$ cat config.mk
export PLATFORM = sky130hd
export DESIGN_NAME = pileup_base_counter_flat
export DESIGN_NICKNAME = d
export VERILOG_FILES = /design/src/design/pbc_pkg.sv /design/src/design/pbc_if.sv /design/src/design/pileup_base_counter.sv /design/src/design/pbc_front.sv /design/src/design/pbc_queue.sv /design/src/design/pbc_back.sv /design/src/flat_wrapper.sv
export SDC_FILE = /design/constraint.sdc
export NUM_CORES = 1
export LEC_CHECK = 0
export BUFFER_PORTS_ARGS = -buffer_cell sky130_fd_sc_hd__buf_4
export CAP_MARGIN = 20
export CORE_MARGIN = 5
export CORE_UTILIZATION = 39
export CTS_BUF_LIST = sky130_fd_sc_hd__clkbuf_8 sky130_fd_sc_hd__clkbuf_16
export CTS_CLUSTER_DIAMETER = 120
export CTS_CLUSTER_SIZE = 12
export DETAILED_ROUTE_END_ITERATION = 7
export SYNTH_ARGS = -nofsm -noshare
export SYNTH_HDL_FRONTEND = slang
export SYNTH_SLANG_ARGS = --single-unit
$ cat constraint.sdc
create_clock -name clk -period 6.7 [get_ports clk]
set_clock_uncertainty 0.15 [all_clocks]
set_input_delay 0.335 -clock clk [delete_from_list [all_inputs] [get_ports clk]]
set_output_delay 0.335 -clock clk [all_outputs]
set_load 0.005 [all_outputs]
$ cat src/design/pbc_pkg.sv
// Shared constants and types for the pileup base counter.
package pbc_pkg;

  localparam int COUNT_BITS_DEF  = 16;
  localparam int QUEUE_DEPTH_DEF = 4;
  localparam int OUT_W           = 16;
  localparam int DEPTH_W         = 18;
  localparam int CHAR_W          = 8;

  // One classified byte handed from the parser to the counter.
  typedef struct packed {
    logic       bump;
    logic [1:0] idx;
    logic       last;
  } op_t;

endpackage

$ cat src/design/pbc_if.sv
// Valid/ready channels for column bytes and column results.
interface pbc_column_if;
  logic                          valid;
  logic                          ready;
  logic [pbc_pkg::CHAR_W-1:0]    base_char;
  logic [pbc_pkg::CHAR_W-1:0]    ref_base;
  logic                          last;

  modport source (output valid, base_char, ref_base, last, input ready);
  modport sink   (input valid, base_char, ref_base, last, output ready);
endinterface

interface pbc_result_if;
  logic                        valid;
  logic                        ready;
  logic [pbc_pkg::OUT_W-1:0]   count_a;
  logic [pbc_pkg::OUT_W-1:0]   count_c;
  logic [pbc_pkg::OUT_W-1:0]   count_g;
  logic [pbc_pkg::OUT_W-1:0]   count_t;
  logic                        covered;

  modport source (output valid, count_a, count_c, count_g, count_t, covered, input ready);
  modport sink   (input valid, count_a, count_c, count_g, count_t, covered, output ready);
endinterface

$ cat src/design/pileup_base_counter.sv
// Top level of the pileup column base counter.
//
// Usage:
//   column: one read-base byte per request, with the column's reference base
//     and a last flag on the final byte. Every column has at least one byte.
//   result: one request per column, carrying the four base counts and a
//     covered flag (count sum >= min_depth).
//   min_depth_we / min_depth_wdata: write the minimum depth register while
//     the block is idle.
// Throughput: one byte per cycle while the queue is not full. The parser
//   classifies a byte in the cycle it is taken and hands it through a small
//   queue to the counter stage.
// Column end: the last byte is written into the queue when it is taken; the
//   counter then pops it and loads the final counts into the result register.
// Reset: parse state, counts, queue and min_depth clear to zero.
// Stall: while a result waits, the counter keeps absorbing bytes of the next
//   column; it halts only at that column's last byte, and the parser halts
//   once the queue fills, dropping column ready.
module pileup_base_counter #(
  parameter int COUNT_BITS  = pbc_pkg::COUNT_BITS_DEF,
  parameter int QUEUE_DEPTH = pbc_pkg::QUEUE_DEPTH_DEF
) (
  input  logic                         clk,
  input  logic                         rst,
  input  logic                         min_depth_we,
  input  logic [pbc_pkg::DEPTH_W-1:0]  min_depth_wdata,
  pbc_column_if.sink                   column,
  pbc_result_if.source                 result
);

  logic         push, pop, full, empty;
  pbc_pkg::op_t push_op, head;

  pbc_front u_front (
    .clk        (clk),
    .rst        (rst),
    .column     (column),
    .queue_full (full),
    .push       (push),
    .push_op    (push_op)
  );

  pbc_queue #(.DEPTH(QUEUE_DEPTH)) u_queue (
    .clk     (clk),
    .rst     (rst),
    .push    (push),
    .push_op (push_op),
    .full    (full),
    .pop     (pop),
    .empty   (empty),
    .head    (head)
  );

  pbc_back #(.COUNT_BITS(COUNT_BITS)) u_back (
    .clk             (clk),
    .rst             (rst),
    .min_depth_we    (min_depth_we),
    .min_depth_wdata (min_depth_wdata),
    .empty           (empty),
    .head            (head),
    .pop             (pop),
    .result          (result)
  );

endmodule

$ cat src/design/pbc_front.sv
// Byte parser: tracks skip and indel state and classifies each byte.
module pbc_front (
  input  logic               clk,
  input  logic               rst,
  pbc_column_if.sink         column,
  input  logic               queue_full,
  output logic               push,
  output pbc_pkg::op_t       push_op
);

  localparam logic [1:0] MODE_NORMAL = 2'd0;
  localparam logic [1:0] MODE_SKIP   = 2'd1;
  localparam logic [1:0] MODE_DIGITS = 2'd2;

  localparam logic [7:0] CH_DOLLAR = 8'h24;
  localparam logic [7:0] CH_CARET  = 8'h5E;
  localparam logic [7:0] CH_PLUS   = 8'h2B;
  localparam logic [7:0] CH_MINUS  = 8'h2D;
  localparam logic [7:0] CH_COMMA  = 8'h2C;
  localparam logic [7:0] CH_DOT    = 8'h2E;
  localparam logic [7:0] CH_ZERO   = 8'h30;
  localparam logic [7:0] CH_NINE   = 8'h39;

  localparam logic [15:0] LEN_MAX = 16'hFFFF;

  // {valid, index} for A C G T in either case
  function automatic logic [2:0] base_code(input logic [7:0] ch);
    logic [2:0] code;
    case (ch)
      8'h41, 8'h61: code = 3'b100;
      8'h43, 8'h63: code = 3'b101;
      8'h47, 8'h67: code = 3'b110;
      8'h54, 8'h74: code = 3'b111;
      default:      code = 3'b000;
    endcase
    return code;
  endfunction

  logic [1:0]  mode, mode_next;
  logic [15:0] indel_length, indel_next;
  logic [15:0] skip_left, skip_next;
  logic [15:0] skip_dec;
  logic [19:0] prod;
  logic [3:0]  digit;
  logic        is_digit;
  logic [2:0]  ch_code, ref_code;
  logic        op_bump;
  logic [1:0]  op_idx;
  logic        accept;

  assign column.ready = !queue_full;
  assign accept       = column.valid && column.ready;
  assign is_digit     = column.base_char >= CH_ZERO && column.base_char <= CH_NINE;
  assign digit        = 4'(column.base_char - CH_ZERO);
  assign ch_code      = base_code(column.base_char);
  assign ref_code     = base_code(column.ref_base);
  assign prod         = 20'(indel_length) * 20'd10 + 20'(digit);
  assign skip_dec     = (skip_left != 16'd0) ? skip_left - 16'd1 : 16'd0;

  always_comb begin
    mode_next  = mode;
    indel_next = indel_length;
    skip_next  = skip_left;
    op_bump    = 1'b0;
    op_idx     = 2'd0;
    case (mode)
      MODE_DIGITS: begin
        if (is_digit) begin
          indel_next = (prod > 20'(LEN_MAX)) ? LEN_MAX : prod[15:0];
        end else begin
          // this byte is the first skipped one
          skip_next  = (indel_length == 16'd0) ? 16'd0 : indel_length - 16'd1;
          indel_next = 16'd0;
          mode_next  = (skip_next != 16'd0) ? MODE_SKIP : MODE_NORMAL;
        end
      end
      MODE_SKIP: begin
        skip_next = skip_dec;
        if (skip_dec == 16'd0) begin
          mode_next = MODE_NORMAL;
        end
      end
      default: begin
        mode_next = MODE_NORMAL;
        if (column.base_char == CH_DOLLAR) begin
          mode_next = MODE_NORMAL;
        end else if (column.base_char == CH_CARET) begin
          skip_next = 16'd1;
          mode_next = MODE_SKIP;
        end else if (column.base_char == CH_PLUS || column.base_char == CH_MINUS) begin
          indel_next = 16'd0;
          mode_next  = MODE_DIGITS;
        end else if (column.base_char == CH_COMMA || column.base_char == CH_DOT) begin
          op_bump = ref_code[2];
          op_idx  = ref_code[1:0];
        end else begin
          op_bump = ch_code[2];
          op_idx  = ch_code[1:0];
        end
      end
    endcase
    if (column.last) begin
      mode_next  = MODE_NORMAL;
      indel_next = 16'd0;
      skip_next  = 16'd0;
    end
  end

  assign push         = accept && (op_bump || column.last);
  assign push_op.bump = op_bump;
  assign push_op.idx  = op_idx;
  assign push_op.last = column.last;

  always_ff @(posedge clk) begin
    if (rst) begin
      mode         <= MODE_NORMAL;
      indel_length <= 16'd0;
      skip_left    <= 16'd0;
    end else if (accept) begin
      mode         <= mode_next;
      indel_length <= indel_next;
      skip_left    <= skip_next;
    end
  end

  a_last_clears: assert property (@(posedge clk) disable iff (rst)
    accept && column.last |=> mode == MODE_NORMAL && skip_left == 16'd0
                              && indel_length == 16'd0)
    else $error("parse state not cleared after column end");

endmodule

$ cat src/design/pbc_queue.sv
// Small FIFO of classified bytes between parser and counter.
module pbc_queue #(
  parameter int DEPTH = pbc_pkg::QUEUE_DEPTH_DEF
) (
  input  logic          clk,
  input  logic          rst,
  input  logic          push,
  input  pbc_pkg::op_t  push_op,
  output logic          full,
  input  logic          pop,
  output logic          empty,
  output pbc_pkg::op_t  head
);

  localparam int AW = (DEPTH > 1) ? $clog2(DEPTH) : 1;
  localparam int CW = $clog2(DEPTH + 1);

  pbc_pkg::op_t mem [DEPTH];
  logic [AW-1:0] wr_ptr, rd_ptr;
  logic [CW-1:0] count;

  function automatic logic [AW-1:0] ptr_inc(input logic [AW-1:0] p);
    return (p == AW'(DEPTH - 1)) ? '0 : p + AW'(1);
  endfunction

  assign full  = count == CW'(DEPTH);
  assign empty = count == '0;
  assign head  = mem[rd_ptr];

  always_ff @(posedge clk) begin
    if (push) begin
      mem[wr_ptr] <= push_op;
    end
  end

  always_ff @(posedge clk) begin
    if (rst) begin
      wr_ptr <= '0;
      rd_ptr <= '0;
      count  <= '0;
    end else begin
      if (push) begin
        wr_ptr <= ptr_inc(wr_ptr);
      end
      if (pop) begin
        rd_ptr <= ptr_inc(rd_ptr);
      end
      if (push && !pop) begin
        count <= count + CW'(1);
      end else if (pop && !push) begin
        count <= count - CW'(1);
      end
    end
  end

  a_no_overflow: assert property (@(posedge clk) disable iff (rst)
    !(push && full))
    else $error("push into full queue");

  a_no_underflow: assert property (@(posedge clk) disable iff (rst)
    !(pop && empty))
    else $error("pop from empty queue");

endmodule

$ cat src/design/pbc_back.sv
// Base counters, depth compare and result register.
module pbc_back #(
  parameter int COUNT_BITS = pbc_pkg::COUNT_BITS_DEF
) (
  input  logic                         clk,
  input  logic                         rst,
  input  logic                         min_depth_we,
  input  logic [pbc_pkg::DEPTH_W-1:0]  min_depth_wdata,
  input  logic                         empty,
  input  pbc_pkg::op_t                 head,
  output logic                         pop,
  pbc_result_if.source                 result
);

  localparam int SUM_W = COUNT_BITS + 2;
  localparam int CMP_W = (SUM_W > pbc_pkg::DEPTH_W) ? SUM_W : pbc_pkg::DEPTH_W;
  localparam logic [COUNT_BITS-1:0] COUNT_MAX = '1;

  logic [pbc_pkg::DEPTH_W-1:0] min_depth;
  logic [COUNT_BITS-1:0]       counts [4];
  logic [COUNT_BITS-1:0]       counts_next [4];
  logic [CMP_W-1:0]            sum;
  logic                        res_valid;
  logic                        load;

  assign pop  = !empty && !(head.last && res_valid && !result.ready);
  assign load = pop && head.last;

  always_comb begin
    for (int i = 0; i < 4; i++) begin
      counts_next[i] = counts[i];
      if (head.bump && head.idx == 2'(i) && counts[i] != COUNT_MAX) begin
        counts_next[i] = counts[i] + COUNT_BITS'(1);
      end
    end
  end

  assign sum = CMP_W'(counts_next[0]) + CMP_W'(counts_next[1])
             + CMP_W'(counts_next[2]) + CMP_W'(counts_next[3]);

  always_ff @(posedge clk) begin
    if (rst) begin
      min_depth <= '0;
    end else if (min_depth_we) begin
      min_depth <= min_depth_wdata;
    end
  end

  always_ff @(posedge clk) begin
    if (rst) begin
      for (int i = 0; i < 4; i++) begin
        counts[i] <= '0;
      end
    end else if (pop) begin
      for (int i = 0; i < 4; i++) begin
        counts[i] <= head.last ? '0 : counts_next[i];
      end
    end
  end

  always_ff @(posedge clk) begin
    if (rst) begin
      res_valid <= 1'b0;
    end else if (load) begin
      res_valid <= 1'b1;
    end else if (result.ready) begin
      res_valid <= 1'b0;
    end
  end

  always_ff @(posedge clk) begin
    if (load) begin
      result.count_a <= pbc_pkg::OUT_W'(counts_next[0]);
      result.count_c <= pbc_pkg::OUT_W'(counts_next[1]);
      result.count_g <= pbc_pkg::OUT_W'(counts_next[2]);
      result.count_t <= pbc_pkg::OUT_W'(counts_next[3]);
      result.covered <= sum >= CMP_W'(min_depth);
    end
  end

  assign result.valid = res_valid;

  a_counts_clear: assert property (@(posedge clk) disable iff (rst)
    load |=> counts[0] == '0 && counts[1] == '0 && counts[2] == '0 && counts[3] == '0)
    else $error("counts not cleared after column end");

  a_result_source: assert property (@(posedge clk) disable iff (rst)
    $rose(res_valid) |-> $past(load))
    else $error("result raised without a column end");

endmodule
$ cat src/flat_wrapper.sv
// flat-port wrapper written by rule: the top's interface ports become plain ports
module pileup_base_counter_flat 
#(
  parameter int COUNT_BITS  = pbc_pkg::COUNT_BITS_DEF,
  parameter int QUEUE_DEPTH = pbc_pkg::QUEUE_DEPTH_DEF
)
  (clk, rst, min_depth_we, min_depth_wdata, column_valid, column_base_char, column_ref_base, column_last, column_ready, result_valid, result_count_a, result_count_c, result_count_g, result_count_t, result_covered, result_ready);
  pbc_column_if column_i ();
  pbc_result_if result_i ();
  input  logic clk;
  input  logic rst;
  input  logic min_depth_we;
  input  logic [pbc_pkg::DEPTH_W-1:0] min_depth_wdata;
  input wire logic [$bits(column_i.valid)-1:0] column_valid;
  input wire logic [$bits(column_i.base_char)-1:0] column_base_char;
  input wire logic [$bits(column_i.ref_base)-1:0] column_ref_base;
  input wire logic [$bits(column_i.last)-1:0] column_last;
  output wire logic [$bits(column_i.ready)-1:0] column_ready;
  output wire logic [$bits(result_i.valid)-1:0] result_valid;
  output wire logic [$bits(result_i.count_a)-1:0] result_count_a;
  output wire logic [$bits(result_i.count_c)-1:0] result_count_c;
  output wire logic [$bits(result_i.count_g)-1:0] result_count_g;
  output wire logic [$bits(result_i.count_t)-1:0] result_count_t;
  output wire logic [$bits(result_i.covered)-1:0] result_covered;
  input wire logic [$bits(result_i.ready)-1:0] result_ready;
  assign column_i.valid = column_valid;
  assign column_i.base_char = column_base_char;
  assign column_i.ref_base = column_ref_base;
  assign column_i.last = column_last;
  assign column_ready = column_i.ready;
  assign result_valid = result_i.valid;
  assign result_count_a = result_i.count_a;
  assign result_count_c = result_i.count_c;
  assign result_count_g = result_i.count_g;
  assign result_count_t = result_i.count_t;
  assign result_covered = result_i.covered;
  assign result_i.ready = result_ready;
  pileup_base_counter #(.COUNT_BITS(COUNT_BITS), .QUEUE_DEPTH(QUEUE_DEPTH)) u_core (.clk(clk), .rst(rst), .min_depth_we(min_depth_we), .min_depth_wdata(min_depth_wdata), .column(column_i), .result(result_i));
endmodule
==> summary by stage <==
Critical path
Counting both buffers and inverters, the worst setup path holds a total of 3. The cell with the biggest individual delay on the critical path is sky130_fd_sc_hd__fa_1. The critical path goes through and3_1 > nand3_2 > or3_1 > o311ai_2 > buf_4 > mux2_2 > fa_1 > inv_1 > fa_1 > inv_1 > ha_1 > a21o_1 > a21o_1 > a2111oi_2 > nor3_1 > o31ai_2 > o21bai_1 > a21oi_1 > xnor2_1 > ha_1 > o21a_1 > o211ai_1 > o21ai_0. The worst reg-to-reg setup slack is approximately 0.5 ns. The largest single stage delay on the critical path is around 0.5 ns. The critical path ends at u_core.u_back.result.covered. The required time reported for the critical path endpoint is 6.79 ns.

The sort of element at the start of the critical path is a flip-flop. The critical path depth in cells is 23. The endpoint of the worst register-to-register path is u_core.u_back.result.covered. The biggest fanout along the worst timing path is 8.

Counting cells, the worst reg-to-reg path comes to 23. The worst register-to-register path begins at u_core.u_back.counts[1][3]. The start point of the critical path is u_core.u_back.counts[1][3]. Broken down by cell family, the worst path's largest delay share belongs to compound AO/OA/AOI/OAI gates.

The endpoint type of the worst setup path is a flip-flop. The startpoint-to-endpoint class of the critical path is reg -> reg. Data arrives at the worst endpoint at between 6 and 7 ns.

Place
The count of buffers added on input and output ports is 105. The placed instances occupy a cell area of approximately 14000 sq um. The last weighted congestion value of the routability-driven placer is slightly below 0.9. After legalization and detailed placement, the total HPWL measured 22.3 mm.

Floorplanning
The initial utilization of the core area, before any placement, comes to 0.393. The number of core rows is 67. From left edge to right edge, the die measures 193 microns. between 100 and 150 I/O pins were placed. The die height is about 190 microns.

The area of the core is about 33000 sq um. The die outline area is 37300 sq um.

Global route
The overall overflow remaining after global route is 0. The global-route wire length before repair is between 40 and 50 mm. The via count of the first global-routing pass is 9055. The initial antenna violation count is 0. The pin count of the biggest net entering global routing is between 60 and 70. The total global-route track usage is 0.154.

Clock network
In this run the number of H-tree levels came out at 1. In this run the deepest clock path goes through 3 buffers. The post-CTS setup buffer count is 0. The clock transition time at the flip-flop clock pins of the worst setup and hold paths is 0.06 ns. The clock net sink count is between 200 and 250. CTS placed an instance of sky130_fd_sc_hd__clkbuf_16 at the clock tree root.

The total clock buffers created by CTS is 21. The insertion delay to the later sink of the worst-skew pair is 0.50 ns. TritonCTS built the clock tree.

Logic synthesis
The most common cell in the synthesized netlist is sky130_fd_sc_hd__edfxtp_1. Among all flip-flop cells after synthesis, the most frequent one is sky130_fd_sc_hd__edfxtp_1. The share of synthesized area in the top cell type comes to 0.333.

The mean cell area of the mapped netlist is 10.2 sq um. The count of flip-flops with a built-in enable after synthesis is between 100 and 150. The largest total area in the synthesized netlist belongs to sky130_fd_sc_hd__edfxtp_1.

The post-synthesis net count is 1439. The share of flip-flops with an asynchronous set or reset after synthesis is 0. The sequential fraction of the synthesis area is 0.428. Sorting the synthesized cells by area gives the leading types as sky130_fd_sc_hd__edfxtp_1, sky130_fd_sc_hd__dfxtp_1, sky130_fd_sc_hd__ha_1, sky130_fd_sc_hd__fa_1, sky130_fd_sc_hd__xnor2_1.

The cell area that synthesis handed to floorplanning was ~13000 sq um. The post-synthesis register bit count is between 200 and 250. Yosys mapped the design onto 73 distinct sky130hd cell types. The number of warnings issued by yosys is 0. Counting instances in the post-synthesis netlist gives the leading cell types as sky130_fd_sc_hd__edfxtp_1, sky130_fd_sc_hd__inv_1, sky130_fd_sc_hd__nor2_1, sky130_fd_sc_hd__ha_1, sky130_fd_sc_hd__a21oi_1. In the synthesized netlist, the number of instances is about 1.3k.

STA
In the final timing run, aggregate negative setup slack is 0 ns. The measured slew at the worst slew-check pin is around 0.9 ns. The achievable frequency is ~0.16 GHz. The relative slew slack is 0.406. The number of hold violations in the final report was 0. Setup repair after global routing left no endpoint under its margin. The time the worst path needs with I/O delays and setup is between 6 and 7 ns. The count of final setup violators is 0.

The count of pins over their slew limit came to 0. Dividing the final minimum period by the clock period gives 0.926.

Cells and area
The multi-input combinational cells in the finished layout cover a total of 6890 sq um. The number of filler instances in the final layout is ~3.1k. The area growth from synthesis to layout is 16.0%.

The antenna diode count is 0. The final-stage net count is 1561. The area occupied by registers is roughly 5600 sq um. Of the cells placed in the final design, the portion with a size suffix greater than 1 is 0.128. The cell area after layout is 15200 sq um.

Power and ir drop
IR analysis of the VDD net gives a maximum drop of about 0.32 mV. In this run the static leakage power is approximately 6.3 nW. Overall power consumption after layout is estimated at roughly 7 mW. The power density over the cells is around 460 nW/um^2.

Status
The run finished with clean final reports.

Flow run
The max-capacitance violation count is 0.

Detailed routing
The DRC violation count after routing is 0. After detailed routing, the total wire length is slightly below 30 mm. The detail route stage leaves a number of antenna-violating nets equal to 0.

The number of iterations in the first detailed-routing pass is 5. The average detailed-routed wire length per instance is between 15 and 20 microns. The routed layout has between 9k and 10k vias. The vias per cell is about 5.2. The detailed router finished its first iteration with approximately 610 violations.

Hold path
The min-delay analysis places its worst path in the category in -> reg.
sequential cells by signal (all words and copies together) (netlist names), named ones only:
register                      flops
u_core.u_back.result.count_t     16
u_core.u_queue.count              3
u_core.u_back.result.valid        1
u_core.u_back.result.count_g     16
u_core.u_queue.mem               16
u_core.u_back.result.covered      1
u_core.u_front.mode               2
u_core.u_front.indel_length      16
u_core.u_back.min_depth          18
u_core.u_back.result.count_a     16
u_core.u_back.result.count_c     16
u_core.u_back.counts             64
u_core.u_queue.rd_ptr             2
u_core.u_front.skip_left         16
u_core.u_queue.wr_ptr             2
metrics by stage:
stage	util	setup WS, ns	cells	hold WS, ns
2_1_floorplan	-	0.632	1283	0.284
3_3_place_gp	0.431	0.0781	1810	0.323
3_5_place_dp	0.432	0.0336	1811	0.332
4_1_cts	0.455	0.0261	1866	0.0172
5_1_grt	0.456	0.0100	1866	0.0562
6_report	0.456	0.498	1866	0.0485
report_power, final:
group	switching (mW)	internal [mW]
logic	2.06	1.74
registers	0.225	1.91
clock network	0.476	0.566
total	2.77	4.22
worst min-delay path by stage:
stage                                            from                     endpoint  cells after the start
after global placement    u_core.u_back.min_depth[17]  u_core.u_back.min_depth[17]                      2
after floorplan                           column_last     u_core.u_queue.mem[0][0]                      0
after detailed placement   u_core.u_back.min_depth[4]   u_core.u_back.min_depth[4]                      2
after CTS                                result_ready   u_core.u_back.result.valid                      4
final                                    result_ready   u_core.u_back.result.valid                      4
after global routing                     result_ready   u_core.u_back.result.valid                      4
final cells by class:
class | instances | share of cell area
tap | 448 | 0.0369
inverter | 125 | 0.0309
timing repair buffer | 136 | 0.0707
multi-input combinational | 914 | 0.454
sequential | 207 | 0.369
clock inverter | 15 | 0.00421
clock buffer | 21 | 0.0346
cell usage in the layout (no fill, tap or decap), types with 4 or more instances in the layout:
| cell type | count |
|---|---|
| sky130_fd_sc_hd__a31oi_1 | 16 |
| sky130_fd_sc_hd__and3_1 | 19 |
| sky130_fd_sc_hd__mux2i_1 | 27 |
| sky130_fd_sc_hd__nor2_1 | 112 |
| sky130_fd_sc_hd__fa_1 | 35 |
| sky130_fd_sc_hd__o21a_1 | 11 |
| sky130_fd_sc_hd__xnor2_1 | 64 |
| sky130_fd_sc_hd__buf_4 | 116 |
| sky130_fd_sc_hd__a21o_1 | 14 |
| sky130_fd_sc_hd__dlygate4sd3_1 | 19 |
| sky130_fd_sc_hd__mux4_2 | 4 |
| sky130_fd_sc_hd__nor3b_1 | 6 |
| sky130_fd_sc_hd__a22oi_1 | 11 |
| sky130_fd_sc_hd__a211oi_1 | 5 |
| sky130_fd_sc_hd__or2_2 | 8 |
| sky130_fd_sc_hd__nor2b_1 | 62 |
| sky130_fd_sc_hd__or3_1 | 11 |
| sky130_fd_sc_hd__o21bai_1 | 4 |
| sky130_fd_sc_hd__nand3b_1 | 5 |
| sky130_fd_sc_hd__a21oi_1 | 69 |
| sky130_fd_sc_hd__ha_1 | 81 |
| sky130_fd_sc_hd__nand4_1 | 20 |
| sky130_fd_sc_hd__and2_1 | 8 |
| sky130_fd_sc_hd__xor2_1 | 50 |
| sky130_fd_sc_hd__edfxtp_1 | 145 |
| sky130_fd_sc_hd__clkbuf_16 | 21 |
| sky130_fd_sc_hd__o2111ai_1 | 4 |
| sky130_fd_sc_hd__nand2b_1 | 7 |
| sky130_fd_sc_hd__nand3_1 | 32 |
| sky130_fd_sc_hd__inv_1 | 139 |
| sky130_fd_sc_hd__dfxtp_1 | 62 |
| sky130_fd_sc_hd__nor3_1 | 31 |
| sky130_fd_sc_hd__or4_4 | 4 |
| sky130_fd_sc_hd__or4_1 | 4 |
| sky130_fd_sc_hd__and4_1 | 7 |
| sky130_fd_sc_hd__nand2_1 | 67 |
| sky130_fd_sc_hd__o21ai_0 | 35 |
| sky130_fd_sc_hd__o211ai_1 | 6 |
| sky130_fd_sc_hd__nor4_1 | 8 |
| sky130_fd_sc_hd__o22ai_1 | 8 |
what timing repair did:
action                                  CTS  global route
endpoints found under the setup margin    0             1
hold buffers                             19             0
resized for setup                         0             5
hold endpoints to repair                 22             0
per-layer routing:
metal / vias up / part of all wire / GRT usage
met3: 35 / 0.045 / 0.0166
li1: 4797 / - / -
met5: - / 0 / 0
met4: 0 / 0.019 / 0.0286
met2: 217 / 0.46 / 0.249
met1: 4576 / 0.48 / 0.228
logic make-up after synthesis:
family,Yosys count,share of synthesized area
compound gates,220,0.111
xor+xnor,114,0.0763
fa+ha+maj,116,0.131
buf+inv,162,0.0476
flops,207,0.428
mux,35,0.0319
simple gates,429,0.174
worst register-to-register path, cell delays in order (launching register included):
cell                        delay (ns)
sky130_fd_sc_hd__edfxtp_1         0.40
sky130_fd_sc_hd__and3_1           0.24
sky130_fd_sc_hd__nand3_2          0.16
sky130_fd_sc_hd__or3_1            0.44
sky130_fd_sc_hd__o311ai_2         0.28
sky130_fd_sc_hd__buf_4            0.21
sky130_fd_sc_hd__mux2_2           0.39
sky130_fd_sc_hd__fa_1             0.51
sky130_fd_sc_hd__inv_1            0.06
sky130_fd_sc_hd__fa_1             0.50
sky130_fd_sc_hd__inv_1            0.04
sky130_fd_sc_hd__ha_1             0.21
sky130_fd_sc_hd__a21o_1           0.18
sky130_fd_sc_hd__a21o_1           0.21
sky130_fd_sc_hd__a2111oi_2        0.45
sky130_fd_sc_hd__nor3_1           0.16
sky130_fd_sc_hd__o31ai_2          0.32
sky130_fd_sc_hd__o21bai_1         0.10
sky130_fd_sc_hd__a21oi_1          0.18
sky130_fd_sc_hd__xnor2_1          0.14
sky130_fd_sc_hd__ha_1             0.25
sky130_fd_sc_hd__o21a_1           0.17
sky130_fd_sc_hd__o211ai_1         0.14
sky130_fd_sc_hd__o21ai_0          0.09
Power figures use the tool's default switching activity.
